File: src/hdl/assert_macros.svh
// Assertion macros shared by the button qualifier design.
// Each macro checks one property on the rising edge of clock and is
// switched off while reset is high.
`ifndef ASSERT_MACROS_SVH
`define ASSERT_MACROS_SVH

// The consequent must hold in the same cycle as the antecedent.
`define BDLP_ASSERT_SAME(label, ante, cons) \
   label: assert property (@(posedge clock) disable iff (reset) (ante) |-> (cons)) \
      else $error("bdlp assertion failed");

// The consequent must hold in the cycle after the antecedent.
`define BDLP_ASSERT_NEXT(label, ante, cons) \
   label: assert property (@(posedge clock) disable iff (reset) (ante) |=> (cons)) \
      else $error("bdlp assertion failed");

`endif

File: src/hdl/bdlp_pkg.sv
// ----------------------------------------------------------------------------
// bdlp_pkg
// Shared types and constants for the two-button debounce and long-press unit.
// ----------------------------------------------------------------------------
package bdlp_pkg;

   // Configuration port geometry.
   localparam int CSR_ADDR_W = 3;
   localparam int CSR_DATA_W = 32;
   localparam int CFG_W      = 16;
   localparam int TIME_W     = 32;

   // Register reset values in milliseconds.
   localparam logic [CFG_W-1:0] DEBOUNCE_RESET   = 16'd50;
   localparam logic [CFG_W-1:0] LONG_PRESS_RESET = 16'd800;

   // Register index, taken from paddr bit 2.
   typedef enum logic [0:0] {
      CSR_DEBOUNCE   = 1'b0,
      CSR_LONG_PRESS = 1'b1
   } csr_index_type;

   // One tick item as held in the input register.
   typedef struct packed {
      logic [TIME_W-1:0] time_ms;
      logic              engine_level;
      logic              lights_level;
   } tick_type;

   // Current configuration.
   typedef struct packed {
      logic [CFG_W-1:0] debounce_ms;
      logic [CFG_W-1:0] long_press_ms;
   } cfg_type;

   // Engine qualifier status for the tick being processed.
   typedef struct packed {
      logic engine_on;
      logic trip_reset;
      logic engine_stopped;
   } eng_res_type;

endpackage

File: src/hdl/bdlp_req_if.sv
// ----------------------------------------------------------------------------
// bdlp_req_if / bdlp_rsp_if
// Valid/ready channels carrying tick items in and qualified flags out.
// ----------------------------------------------------------------------------
interface bdlp_req_if;
   logic        valid;
   logic        ready;
   logic [31:0] time_ms;
   logic        engine_level;
   logic        lights_level;

   modport source (output valid, output time_ms, output engine_level,
                   output lights_level, input ready);
   modport sink   (input valid, input time_ms, input engine_level,
                   input lights_level, output ready);
endinterface

interface bdlp_rsp_if;
   logic valid;
   logic ready;
   logic engine_on;
   logic lights_on;
   logic trip_reset;
   logic engine_stopped;

   modport source (output valid, output engine_on, output lights_on,
                   output trip_reset, output engine_stopped, input ready);
   modport sink   (input valid, input engine_on, input lights_on,
                   input trip_reset, input engine_stopped, output ready);
endinterface

File: src/hdl/bdlp_engine.sv
// ----------------------------------------------------------------------------
// bdlp_engine
// Engine button qualifier: debounce, long-press hold timing and run flag.
// ----------------------------------------------------------------------------
module bdlp_engine
   import bdlp_pkg::*;
(
   input  logic        clock,
   input  logic        reset,
   input  logic        step,
   input  tick_type    tick,
   input  cfg_type     cfg,
   output eng_res_type res
);

   logic [TIME_W-1:0] change_time_ff, change_time_in;
   logic              prev_level_ff, prev_level_in;
   logic [TIME_W-1:0] hold_start_ff, hold_start_in;
   logic              flag_ff, flag_in;

   logic [TIME_W-1:0] hold_eff;
   logic              qualified;
   logic              long_hold;

   // Qualify the level and time the hold for this item.
   always_comb begin
      prev_level_in  = tick.engine_level;
      change_time_in = (tick.engine_level != prev_level_ff) ? tick.time_ms
                                                            : change_time_ff;
      qualified = !tick.engine_level &&
                  ((tick.time_ms - change_time_in) >= {16'b0, cfg.debounce_ms});
      // A stored start of zero means no press is in progress.
      hold_eff  = (hold_start_ff == '0) ? tick.time_ms : hold_start_ff;
      long_hold = (tick.time_ms - hold_eff) >= {16'b0, cfg.long_press_ms};

      flag_in       = flag_ff;
      hold_start_in = hold_start_ff;
      if (qualified) begin
         if (long_hold) begin
            flag_in       = !flag_ff;
            hold_start_in = '0;
         end else begin
            hold_start_in = hold_eff;
         end
      end else if (tick.engine_level) begin
         hold_start_in = '0;
      end

      res.engine_on      = flag_in;
      res.trip_reset     = qualified && long_hold && !flag_ff;
      res.engine_stopped = qualified && long_hold && flag_ff;
   end

   // Button state advances once per processed item.
   always_ff @(posedge clock) begin
      if (reset) begin
         change_time_ff <= '0;
         prev_level_ff  <= 1'b1;
         hold_start_ff  <= '0;
         flag_ff        <= 1'b0;
      end else if (step) begin
         change_time_ff <= change_time_in;
         prev_level_ff  <= prev_level_in;
         hold_start_ff  <= hold_start_in;
         flag_ff        <= flag_in;
      end
   end

endmodule

File: src/hdl/bdlp_lights.sv
// ----------------------------------------------------------------------------
// bdlp_lights
// Lights button qualifier: one toggle per debounced press.
// ----------------------------------------------------------------------------
module bdlp_lights
   import bdlp_pkg::*;
(
   input  logic     clock,
   input  logic     reset,
   input  logic     step,
   input  tick_type tick,
   input  cfg_type  cfg,
   output logic     lights_on
);

   logic [TIME_W-1:0] change_time_ff, change_time_in;
   logic              prev_level_ff, prev_level_in;
   logic              done_ff, done_in;
   logic              flag_ff, flag_in;
   logic              qualified;

   // Toggle once per qualified press; any raw high level re-arms.
   always_comb begin
      prev_level_in  = tick.lights_level;
      change_time_in = (tick.lights_level != prev_level_ff) ? tick.time_ms
                                                            : change_time_ff;
      qualified = !tick.lights_level &&
                  ((tick.time_ms - change_time_in) >= {16'b0, cfg.debounce_ms});
      done_in = done_ff;
      flag_in = flag_ff;
      if (qualified) begin
         if (!done_ff) begin
            done_in = 1'b1;
            flag_in = !flag_ff;
         end
      end else if (tick.lights_level) begin
         done_in = 1'b0;
      end
      lights_on = flag_in;
   end

   // Button state advances once per processed item.
   always_ff @(posedge clock) begin
      if (reset) begin
         change_time_ff <= '0;
         prev_level_ff  <= 1'b1;
         done_ff        <= 1'b0;
         flag_ff        <= 1'b0;
      end else if (step) begin
         change_time_ff <= change_time_in;
         prev_level_ff  <= prev_level_in;
         done_ff        <= done_in;
         flag_ff        <= flag_in;
      end
   end

endmodule

File: src/hdl/button_debounce_long_press_toggle_unit.sv
// ----------------------------------------------------------------------------
// button_debounce_long_press_toggle_unit
// Two-button qualifier: engine start/stop by long press, lights toggle.
//
//   Channel  Direction  Handshake      Contents
//   req_bus  in         valid/ready    time_ms, engine_level, lights_level
//   rsp_bus  out        valid/ready    engine_on, lights_on, trip_reset,
//                                      engine_stopped
//   csr      in         APB write/read debounce_ms (0x0), long_press_ms (0x4)
//
// One item per cycle sustained while rsp_bus.ready is high. An accepted item
// passes through the input register, then the result register, before its
// result is offered on rsp_bus.
// The button state updates as an item moves from the input register into the
// result register, so the compare-and-toggle logic sets the cycle time.
// A stalled result holds; one more item is taken into the input register.
// Synchronous reset initialises all button state and loads the default timings.
// ----------------------------------------------------------------------------
`include "assert_macros.svh"

module button_debounce_long_press_toggle_unit
   import bdlp_pkg::*;
(
   input  logic                  clock,
   input  logic                  reset,
   bdlp_req_if.sink              req_bus,
   bdlp_rsp_if.source            rsp_bus,
   input  logic                  psel,
   input  logic                  penable,
   input  logic                  pwrite,
   input  logic [CSR_ADDR_W-1:0] paddr,
   input  logic [CSR_DATA_W-1:0] pwdata,
   output logic [CSR_DATA_W-1:0] prdata,
   output logic                  pready
);

   cfg_type       cfg_ff;
   csr_index_type csr_index;
   logic          csr_write;

   logic          s1_valid_ff, s1_valid_in;
   tick_type      s1_tick_ff;
   logic          s1_move;

   logic          s2_valid_ff, s2_valid_in;
   eng_res_type   s2_eng_ff;
   logic          s2_lights_ff;

   eng_res_type   eng_res;
   logic          lights_next;

   // Configuration registers.
   assign pready    = 1'b1;
   assign csr_index = csr_index_type'(paddr[2]);
   assign csr_write = psel && penable && pwrite;

   always_comb begin
      unique case (csr_index)
         CSR_DEBOUNCE:   prdata = {16'b0, cfg_ff.debounce_ms};
         CSR_LONG_PRESS: prdata = {16'b0, cfg_ff.long_press_ms};
         default:        prdata = '0;
      endcase
   end

   always_ff @(posedge clock) begin
      if (reset) begin
         cfg_ff.debounce_ms   <= DEBOUNCE_RESET;
         cfg_ff.long_press_ms <= LONG_PRESS_RESET;
      end else if (csr_write) begin
         unique case (csr_index)
            CSR_DEBOUNCE:   cfg_ff.debounce_ms   <= pwdata[CFG_W-1:0];
            CSR_LONG_PRESS: cfg_ff.long_press_ms <= pwdata[CFG_W-1:0];
            default:        cfg_ff               <= cfg_ff;
         endcase
      end
   end

   // Pipeline flow control: an item leaves the input register when the
   // result register is empty or being drained.
   assign s1_move       = s1_valid_ff && (!s2_valid_ff || rsp_bus.ready);
   assign req_bus.ready = !s1_valid_ff || s1_move;
   assign s1_valid_in   = req_bus.valid || (s1_valid_ff && !s1_move);
   assign s2_valid_in   = s1_move || (s2_valid_ff && !rsp_bus.ready);

   always_ff @(posedge clock) begin
      if (reset) begin
         s1_valid_ff <= 1'b0;
         s2_valid_ff <= 1'b0;
      end else begin
         s1_valid_ff <= req_bus.ready ? s1_valid_in : s1_valid_ff;
         s2_valid_ff <= s2_valid_in;
      end
   end

   // Input register.
   always_ff @(posedge clock) begin
      if (req_bus.valid && req_bus.ready) begin
         s1_tick_ff.time_ms      <= req_bus.time_ms;
         s1_tick_ff.engine_level <= req_bus.engine_level;
         s1_tick_ff.lights_level <= req_bus.lights_level;
      end
   end

   // Button qualifiers.
   bdlp_engine u_engine (
      .clock (clock),
      .reset (reset),
      .step  (s1_move),
      .tick  (s1_tick_ff),
      .cfg   (cfg_ff),
      .res   (eng_res)
   );

   bdlp_lights u_lights (
      .clock     (clock),
      .reset     (reset),
      .step      (s1_move),
      .tick      (s1_tick_ff),
      .cfg       (cfg_ff),
      .lights_on (lights_next)
   );

   // Result register.
   always_ff @(posedge clock) begin
      if (s1_move) begin
         s2_eng_ff    <= eng_res;
         s2_lights_ff <= lights_next;
      end
   end

   assign rsp_bus.valid          = s2_valid_ff;
   assign rsp_bus.engine_on      = s2_eng_ff.engine_on;
   assign rsp_bus.lights_on      = s2_lights_ff;
   assign rsp_bus.trip_reset     = s2_eng_ff.trip_reset;
   assign rsp_bus.engine_stopped = s2_eng_ff.engine_stopped;

   // A start and a stop never come from the same tick, and agree with the flag.
   `BDLP_ASSERT_SAME(a_start_means_on, s2_valid_ff && s2_eng_ff.trip_reset,
                     s2_eng_ff.engine_on && !s2_eng_ff.engine_stopped)
   `BDLP_ASSERT_SAME(a_stop_means_off, s2_valid_ff && s2_eng_ff.engine_stopped,
                     !s2_eng_ff.engine_on)
   // A held result blocks the input register from advancing.
   `BDLP_ASSERT_SAME(a_stall_blocks, s2_valid_ff && !rsp_bus.ready, !s1_move)
   // An accepted item is present in the input register next cycle.
   `BDLP_ASSERT_NEXT(a_accept_fills, req_bus.valid && req_bus.ready, s1_valid_ff)

endmodule
File: src/flat_wrapper.sv
// flat-port wrapper written by rule: the top's interface ports become plain ports
module button_debounce_long_press_toggle_unit_flat import bdlp_pkg::*;
  (clock, reset, psel, penable, pwrite, paddr, pwdata, prdata, pready, req_bus_valid, req_bus_time_ms, req_bus_engine_level, req_bus_lights_level, req_bus_ready, rsp_bus_valid, rsp_bus_engine_on, rsp_bus_lights_on, rsp_bus_trip_reset, rsp_bus_engine_stopped, rsp_bus_ready);
  bdlp_req_if req_bus_i ();
  bdlp_rsp_if rsp_bus_i ();
  input  logic clock;
  input  logic reset;
  input  logic psel;
  input  logic penable;
  input  logic pwrite;
  input  logic [CSR_ADDR_W-1:0] paddr;
  input  logic [CSR_DATA_W-1:0] pwdata;
  output logic [CSR_DATA_W-1:0] prdata;
  output logic pready;
  input wire logic [$bits(req_bus_i.valid)-1:0] req_bus_valid;
  input wire logic [$bits(req_bus_i.time_ms)-1:0] req_bus_time_ms;
  input wire logic [$bits(req_bus_i.engine_level)-1:0] req_bus_engine_level;
  input wire logic [$bits(req_bus_i.lights_level)-1:0] req_bus_lights_level;
  output wire logic [$bits(req_bus_i.ready)-1:0] req_bus_ready;
  output wire logic [$bits(rsp_bus_i.valid)-1:0] rsp_bus_valid;
  output wire logic [$bits(rsp_bus_i.engine_on)-1:0] rsp_bus_engine_on;
  output wire logic [$bits(rsp_bus_i.lights_on)-1:0] rsp_bus_lights_on;
  output wire logic [$bits(rsp_bus_i.trip_reset)-1:0] rsp_bus_trip_reset;
  output wire logic [$bits(rsp_bus_i.engine_stopped)-1:0] rsp_bus_engine_stopped;
  input wire logic [$bits(rsp_bus_i.ready)-1:0] rsp_bus_ready;
  assign req_bus_i.valid = req_bus_valid;
  assign req_bus_i.time_ms = req_bus_time_ms;
  assign req_bus_i.engine_level = req_bus_engine_level;
  assign req_bus_i.lights_level = req_bus_lights_level;
  assign req_bus_ready = req_bus_i.ready;
  assign rsp_bus_valid = rsp_bus_i.valid;
  assign rsp_bus_engine_on = rsp_bus_i.engine_on;
  assign rsp_bus_lights_on = rsp_bus_i.lights_on;
  assign rsp_bus_trip_reset = rsp_bus_i.trip_reset;
  assign rsp_bus_engine_stopped = rsp_bus_i.engine_stopped;
  assign rsp_bus_i.ready = rsp_bus_ready;
  button_debounce_long_press_toggle_unit u_core (.clock(clock), .reset(reset), .req_bus(req_bus_i), .rsp_bus(rsp_bus_i), .psel(psel), .penable(penable), .pwrite(pwrite), .paddr(paddr), .pwdata(pwdata), .prdata(prdata), .pready(pready));
endmodule
File: config.mk
export PLATFORM = sky130hd
export DESIGN_NAME = button_debounce_long_press_toggle_unit_flat
export DESIGN_NICKNAME = d
export VERILOG_FILES = /design/src/hdl/bdlp_pkg.sv /design/src/hdl/bdlp_req_if.sv /design/src/hdl/bdlp_engine.sv /design/src/hdl/bdlp_lights.sv /design/src/hdl/button_debounce_long_press_toggle_unit.sv /design/src/flat_wrapper.sv
export VERILOG_INCLUDE_DIRS = /design/src /design/src/hdl
export SDC_FILE = /design/constraint.sdc
export NUM_CORES = 1
export LEC_CHECK = 0
export ABC_AREA = 1
export BUFFER_PORTS_ARGS = -buffer_cell sky130_fd_sc_hd__buf_2
export CAP_MARGIN = 20
export CORE_MARGIN = 3
export CORE_UTILIZATION = 50
export DETAILED_ROUTE_END_ITERATION = 16
export GPL_TIMING_DRIVEN = 0
export MAX_ROUTING_LAYER = met4
export PLACE_DENSITY = 0.76
export SLEW_MARGIN = 0
export SYNTH_ARGS = -nofsm -noshare
export SYNTH_HDL_FRONTEND = slang
export SYNTH_SLANG_ARGS = --single-unit
File: constraint.sdc
create_clock -name clock -period 3.8 [get_ports clock]
set_clock_uncertainty 0.1 [all_clocks]
set_input_delay 0.38 -clock clock [delete_from_list [all_inputs] [get_ports clock]]
set_output_delay 0.38 -clock clock [all_outputs]
set_load 0.05 [all_outputs]
== Yosys cells after proc, flatten, opt, wreduce, memory -nomap -nowiden ==
Index checks and enable logic that the tools add are counted.
Cells by class
  order comparisons: 3
  add/sub/neg operators: 3
  reduce and logical (&&, ||, !) cells: 30
  eq/ne operators: 2
  mux-type cells: 13
  bitwise operators: 1
Operators by type and width (number)
  $mux W32: 6
  $ge A32 B16 Y1: 3
  $sub A32 B32 Y32: 3
  $pmux W32 S2: 1
  $logic_not A32 Y1: 1
  $logic_and A1 B1 Y1: 11
  $logic_not A1 Y1: 8
  $reduce_and A2 Y1: 4
  $mux W1: 6
  $logic_or A1 B1 Y1: 4
  $reduce_bool A2 Y1: 2
  $ne A1 B1 Y1: 2
  $not A1 Y1: 1
Storage, ports and cells
  input bits: 76
  register bits: 173
  output and inout bits: 39

== Longest topological paths before layout ==
  word-level depth: 7
  mapped depth: 35
  mapped depth without buffers: 33

== By module ==
From an unflattened synthesis, not the netlist that was laid out.
Second synthesis, totals
  cells, all modules: 2885
  area total of the unflattened synthesis: 17051.4 um2
Modules (own cells, without submodules)
  bdlp_engine: times used 1, area each 9576.7 um2, sequential area each 1321.3 um2, cells an instance 1777
  bdlp_lights: times used 1, area each 4615.7 um2, sequential area each 700.7 um2, cells an instance 799
  button_debounce_long_press_toggle_unit: times used 1, area each 2859.0 um2, sequential area each 1821.7 um2, cells an instance 309

== Worst setup path before layout ==
No wires, ideal clock.
  path type: register to register
  start: register u_core.s1_tick_ff[1] (netlist name)
  end: register u_core.u_engine.hold_start_ff[11]
  required time: 3.583 ns
  arrival: 3.932 ns
  buffers on the path: 3
  stages on the path, launching flop included: 32
  slack: -0.349 ns
  setup time: 0.117 ns
  path through: edfxtp_1 > nand2_1 > nand2_2 > inv_1 > clkbuf_1 > clkbuf_1 > nand2_1 > o21ai_0 > ha_1 > nand2_1 > inv_1 > nand2_1 > nand2_1 > a21oi_1 > nand2_2 > xor2_1 > ha_1 > a21oi_1 > nor2_1 > a211oi_1 > nand2_1 > nor2_1 > nand2_1 > nor2_1 > nand2_1 > nor2_2 > nand2_2 > nand2_2 > nand2_4 > clkbuf_1 > o21ai_0 > nor2_1
Between the ends
  longest elaborated chain between the ends: 7
  elaborated cells on any way between the ends: 9
  classes of those cells: add/sub: 1; order compare: 1; eq/ne: 1; mux: 2; reduce/logical: 4
RTL lines
  start, declared: RTL line button_debounce_long_press_toggle_unit.sv:42  | tick_type s1_tick_ff;
  $ne A1 B1 Y1: RTL line bdlp_engine.sv:28  | change_time_in = (tick.engine_level != prev_level_ff) ? tick.time_ms
  $mux W32: RTL line bdlp_engine.sv:28
  $sub A32 B32 Y32: RTL line bdlp_engine.sv:31  | ((tick.time_ms - change_time_in) >= {16'b0, cfg.debounce_ms});
  $ge A32 B16 Y1: RTL line bdlp_engine.sv:31
  $logic_and A1 B1 Y1: RTL line bdlp_engine.sv:30  | qualified = !tick.engine_level &&
  $reduce_bool A2 Y1 (no line)
  $reduce_and A2 Y1 (no line)
  end signal, assigned: RTL line bdlp_engine.sv:64  | hold_start_ff <= hold_start_in;
  end, declared: RTL line bdlp_engine.sv:18  | logic [TIME_W-1:0] hold_start_ff, hold_start_in;
Several ways; a longest one is shown, not always the timed one.
A chain may end at the register's enable or synchronous reset.

== Worst setup path after layout ==
  start: register u_core.u_engine.hold_start_ff[10]
  end: register u_core.u_engine.hold_start_ff[4]
Between the ends
  longest elaborated chain between the ends: 6
RTL lines
  $logic_not A32 Y1: RTL line bdlp_engine.sv:33  | hold_eff = (hold_start_ff == '0) ? tick.time_ms : hold_start_ff;
  $mux W32 (*): RTL line bdlp_engine.sv:33
  $sub A32 B32 Y32: RTL line bdlp_engine.sv:34  | long_hold = (tick.time_ms - hold_eff) >= {16'b0, cfg.long_press_ms};
  $ge A32 B16 Y1: RTL line bdlp_engine.sv:34
  $mux W32 (*): RTL line bdlp_engine.sv:39  | if (long_hold) begin
  $mux W32 (*): RTL line bdlp_engine.sv:38  | if (qualified) begin
Mark *: on every way between the ends. The rest lies on a longest branch, timed or not.

==> impl_results.html <==
<table>
<tr><th>Metric</th><th>Value</th></tr>
<tr><th colspan="2">Outcome</th></tr>
<tr><td>Run status</td><td>complete, but fails checks</td></tr>
<tr><td>Failing checks</td><td>setup timing</td></tr>
<tr><th colspan="2">Run</th></tr>
<tr><td>Max-capacitance violation count</td><td>0</td></tr>
<tr><th colspan="2">Final layout</th></tr>
<tr><td>Area growth from synthesis to final layout</td><td>30.4%</td></tr>
<tr><td>Antenna diode instance count</td><td>0</td></tr>
<tr><td>Area of all placed cells without fillers</td><td>around 20000 um^2</td></tr>
<tr><td>Layout cells sized above 1</td><td>0.220</td></tr>
<tr><td># nets final</td><td>about 3100</td></tr>
<tr><td>Layout Utilization</td><td>0.666</td></tr>
<tr><th colspan="2">Clock tree</th></tr>
<tr><td>Worst skew pair latency</td><td>around 450 ps</td></tr>
<tr><td>Clock Pin Slew Worst Setup and Hold Paths</td><td>about 70 ps</td></tr>
<tr><td>Clock sink count</td><td>about 170</td></tr>
<tr><td>Htree depth</td><td>4</td></tr>
<tr><td>Number of buffers created by CTS</td><td>17</td></tr>
<tr><td>Clock Path Buffers</td><td>2</td></tr>
<tr><td>TritonCTS clock tree</td><td>built</td></tr>
<tr><td>CTS root buffer</td><td>sky130_fd_sc_hd__clkbuf_16</td></tr>
<tr><th colspan="2">Die</th></tr>
<tr><td>I/O pin count</td><td>115</td></tr>
<tr><td>Placeable core area</td><td>30800 um^2</td></tr>
<tr><td>Number of placement rows</td><td>between 60 and 70</td></tr>
<tr><td>Chip height</td><td>~180 um</td></tr>
<tr><td>Effective utilization at floorplan</td><td>0.511</td></tr>
<tr><td>Die ar.</td><td>roughly 34000 um^2</td></tr>
<tr><td>Die Width</td><td>~180 um</td></tr>
<tr><th colspan="2">Power and ir drop</th></tr>
<tr><td>Switching part of the total power</td><td>0.432</td></tr>
<tr><td>Internal portion of total power</td><td>about 4.6 mW</td></tr>
<tr><td>Power density cells</td><td>397 nW/um^2</td></tr>
<tr><td>Switch Pwr</td><td>between 3 and 4 mW</td></tr>
<tr><td>Combinational fraction of design power</td><td>0.512</td></tr>
<tr><td>Fraction of power consumed by the clock network</td><td>0.231</td></tr>
<tr><td>Max IR drop VDD</td><td>between 0.3 and 0.4 mV</td></tr>
<tr><td>Final Power</td><td>just over 8 mW</td></tr>
<tr><td>Pleak</td><td>roughly 10 nW</td></tr>
<tr><td>Sequential group share of total power</td><td>0.256</td></tr>
<tr><th colspan="2">Yosys</th></tr>
<tr><td>Async set or reset register ratio after synthesis</td><td>0</td></tr>
<tr><td>Number of register bits inferred by synthesis</td><td>~170</td></tr>
<tr><td>Register area share after synthesis</td><td>0.244</td></tr>
<tr><td>Cell accounting for the most synthesized area</td><td>sky130_fd_sc_hd__nand2_1</td></tr>
<tr><td>Most used standard cell by instance count after synthesis</td><td>sky130_fd_sc_hd__nand2_1</td></tr>
<tr><td>Most area-consuming cells after synthesis</td><td>sky130_fd_sc_hd__nand2_1 20%, sky130_fd_sc_hd__dfxtp_1 17%, sky130_fd_sc_hd__ha_1 11%</td></tr>
<tr><td>Post-synth top cells</td><td>848 x sky130_fd_sc_hd__nand2_1, 450 x sky130_fd_sc_hd__inv_1, 284 x sky130_fd_sc_hd__nor2_1, 162 x sky130_fd_sc_hd__a21oi_1, 147 x sky130_fd_sc_hd__o21ai_0</td></tr>
<tr><td>Post-synth EDFFs</td><td>38</td></tr>
<tr><td>Number of distinct library cells after synthesis</td><td>42</td></tr>
<tr><td>Share of the synthesized area in the top cell type</td><td>0.202</td></tr>
<tr><td>Post-synthesis instance area</td><td>between 15000 and 20000 um^2</td></tr>
<tr><td>Cell count after synthesis</td><td>about 2600</td></tr>
<tr><td>Dominant register cell in the synthesized netlist</td><td>sky130_fd_sc_hd__dfxtp_1</td></tr>
<tr><td>Count of warnings emitted by yosys</td><td>0</td></tr>
<tr><td>Mean instance size in the synthesized netlist</td><td>between 6 and 7 um^2</td></tr>
<tr><th colspan="2">Placed design</th></tr>
<tr><td>Buffers added on ports</td><td>between 70 and 80</td></tr>
<tr><td>Cell area after placement</td><td>16800 um^2</td></tr>
<tr><td>Detail Placement HPWL</td><td>~45 mm</td></tr>
<tr><td>Gpl congestion</td><td>about 1.0</td></tr>
<tr><th colspan="2">Detailed routing</th></tr>
<tr><td>Total Routed Length</td><td>slightly above 60 mm</td></tr>
<tr><td>DR DRC count</td><td>0</td></tr>
<tr><td>Initial drt markers</td><td>~1700</td></tr>
<tr><td>Number of search-and-repair iterations in the first detailed-routing pass</td><td>6</td></tr>
<tr><td>Antenna viol nets, final</td><td>0</td></tr>
<tr><td>Final routed wire length divided by cell count</td><td>between 15 and 20 um</td></tr>
<tr><td>Via/cell ratio</td><td>~5.6</td></tr>
<tr><td>Vias post-DR</td><td>between 15000 and 20000</td></tr>
<tr><th colspan="2">Worst setup path</th></tr>
<tr><td>Number of buffer and inverter stages on the critical path</td><td>5</td></tr>
<tr><td>Reg-to-reg critical path startpoint</td><td>u_core.u_engine.hold_start_ff[10]$_SDFFE_PP0P_</td></tr>
<tr><td>Largest stage delay on the critical path</td><td>roughly 350 ps</td></tr>
<tr><td>Kind of cell adding the most delay to the critical path</td><td>simple AND/OR/NAND/NOR gates</td></tr>
<tr><td>Worst-path cell with the longest stage delay</td><td>sky130_fd_sc_hd__dfxtp_2</td></tr>
<tr><td>Startpoint type of the worst setup path</td><td>flop</td></tr>
<tr><td>Timing startpoint of the critical path</td><td>u_core.u_engine.hold_start_ff[10]$_SDFFE_PP0P_</td></tr>
<tr><td>Maximum fanout along the worst path</td><td>7</td></tr>
<tr><td>Critical path endpoint category</td><td>flop</td></tr>
<tr><td>Worst Path Class, Setup</td><td>reg -&gt; reg</td></tr>
<tr><td>Worst EP arrival</td><td>approximately 5000 ps</td></tr>
<tr><td>Crit path top cell by count</td><td>sky130_fd_sc_hd__nor2_2</td></tr>
<tr><td>Crit path required time</td><td>just over 4000 ps</td></tr>
<tr><th colspan="2">Timing</th></tr>
<tr><td>Slew at the pin closest to its max-slew limit</td><td>between 900 and 1000 ps</td></tr>
<tr><td>Final worst path period need</td><td>around 4700 ps</td></tr>
<tr><td>Worst Hold Slack</td><td>about 0.32 ps</td></tr>
<tr><td>Total of endpoints with negative setup slack in the final report</td><td>39</td></tr>
<tr><td>Maximum clock rate</td><td>about 210 MHz</td></tr>
<tr><td>Setup repair after global routing missed its margin</td><td>yes</td></tr>
<tr><td>Final cycle utilization of the critical path</td><td>1.25</td></tr>
<tr><td>Headroom to the max-slew limit</td><td>0.346</td></tr>
<tr><td>Final count of pins violating max slew</td><td>0</td></tr>
<tr><td>Final hold violations</td><td>0</td></tr>
<tr><td>Post-route worst setup slack</td><td>-946 ps</td></tr>
<tr><th colspan="2">Global routing</th></tr>
<tr><td>Pin count of the biggest net entering global routing</td><td>35</td></tr>
<tr><td>GR Util All Layers</td><td>0.346</td></tr>
<tr><td>Total global routing overflow</td><td>0</td></tr>
<tr><td>Wire length of the first global-routing pass</td><td>between 80 and 90 mm</td></tr>
<tr><td>Via count of the first global-routing pass</td><td>between 15000 and 20000</td></tr>
<tr><td>Number of antenna violations at the first check in global routing</td><td>0</td></tr>
<tr><th colspan="2">Hold path</th></tr>
<tr><td>Class of the tightest hold or removal check</td><td>in -&gt; reg</td></tr>
<tr><td>Launch point of the worst hold path</td><td>req_bus_time_ms[3]</td></tr>
</table>
[power groups by stage]
stage / logic, mW / registers [mW] / clock network (mW)
finish: 4.18 / 2.09 / 1.88
floorplan: 2.32 / 2.08 / 0
CTS: 3.61 / 2.08 / 1.89
detailed placement: 3.13 / 2.11 / 0
global placement: 3.07 / 2.11 / 0
global route: 4.59 / 2.09 / 1.95
[timing repair]
| item | in CTS | in global routing |
|---|---|---|
| pin swaps | 94 | 131 |
| hold endpoints to repair | 22 | 0 |
| hold buffers | 22 | 0 |
| resized for setup | 247 | 235 |
| cloned | 4 | 1 |
| setup endpoints to repair | 39 | 39 |
| setup buffers | 90 | 46 |
[routing by layer]
layer,routed length [um],GRT usage,part of all wire,vias to the layer above
met5,0,-,0,-
met4,3370,0.137,0.056,0
met1,26200,0.458,0.43,8381
met2,26200,0.534,0.43,952
li1,-,-,-,8790
met3,5020,0.0518,0.083,226
[per-stage QoR]
stage | setup TNS (ps) | cells | setup slack, ps
6_report | -31830 | 3302 | -946
5_1_grt | -39330 | 3302 | -1120
3_3_place_gp | -58820 | 3111 | -1580
4_1_cts | -24380 | 3259 | -703
2_1_floorplan | -2320 | 2636 | -89.3
3_5_place_dp | -60750 | 3111 | -1640
[cell type report]
cell class	count	area (um^2)
sequential	173	3860
buffer	77	614
fill	2648	10300
tap	396	495
inverter	457	1750
timing repair buffer	239	1790
clock buffer	20	468
clock inverter	12	144
multi-input combinational	1928	11400
[cell usage in the layout (no fill, tap or decap), types with 18 or more instances in the layout]
| master | count |
|---|---|
| sky130_fd_sc_hd__nand2_2 | 87 |
| sky130_fd_sc_hd__edfxtp_1 | 38 |
| sky130_fd_sc_hd__nand3_1 | 90 |
| sky130_fd_sc_hd__nor2_4 | 42 |
| sky130_fd_sc_hd__a21oi_2 | 25 |
| sky130_fd_sc_hd__dlygate4sd3_1 | 22 |
| sky130_fd_sc_hd__inv_1 | 432 |
| sky130_fd_sc_hd__nor2_1 | 206 |
| sky130_fd_sc_hd__o21ai_0 | 114 |
| sky130_fd_sc_hd__inv_2 | 18 |
| sky130_fd_sc_hd__clkbuf_16 | 23 |
| sky130_fd_sc_hd__nand4_1 | 20 |
| sky130_fd_sc_hd__ha_4 | 25 |
| sky130_fd_sc_hd__nand2_1 | 757 |
| sky130_fd_sc_hd__clkbuf_1 | 35 |
| sky130_fd_sc_hd__xor2_1 | 35 |
| sky130_fd_sc_hd__a21oi_1 | 134 |
| sky130_fd_sc_hd__nor2_2 | 43 |
| sky130_fd_sc_hd__o211ai_1 | 64 |
| sky130_fd_sc_hd__o21ai_2 | 18 |
| sky130_fd_sc_hd__dfxtp_1 | 122 |
| sky130_fd_sc_hd__buf_4 | 143 |
| sky130_fd_sc_hd__ha_1 | 110 |
| sky130_fd_sc_hd__buf_2 | 79 |
[final timing paths]
kind | endpoint | slack (ps) | depth (start not counted)
worst max-delay path | u_core.u_engine.hold_start_ff[4]$_SDFFE_PP0P_ | -950 | 30
worst min-delay path | u_core.s1_tick_ff[5]$_DFFE_PP_ | 0.3 | 1
worst max register to register | u_core.u_engine.hold_start_ff[4]$_SDFFE_PP0P_ | -950 | 30
worst min register to register | u_core.rsp_bus.valid$_SDFF_PP0_ | 370 | 2
[cells by family (layout without fill, tap and decap cells)]
group                    after synthesis  in the layout  synth area share
AO/OA/AOI/OAI                        399            399             0.141
XOR/XNOR                              45             45            0.0250
adder cells (fa/ha/maj)              144            144             0.116
buffers and inverters                535            805             0.134
flip-flops                           173            173             0.244
other                                  2             17          0.000477
AND/OR/NAND/NOR                     1323           1323             0.339
[flip-flops by register name (all words and copies together), names as in the netlist, 32 cells and up]
signal / flops
u_core.u_lights.change_time_ff: 32
u_core.cfg_ff: 32
u_core.s1_tick_ff: 34
u_core.u_engine.change_time_ff: 32
u_core.u_engine.hold_start_ff: 32
[worst register-to-register path: cells and delay by family, from the launching register on]
kind | cells | cell delay [ps]
simple gates | 19 | 2200
buf+inv | 5 | 740
fa+ha+maj | 2 | 590
compound gates | 3 | 520
flops | 1 | 350
xor+xnor | 1 | 160
(Power assumes the default switching activity.)
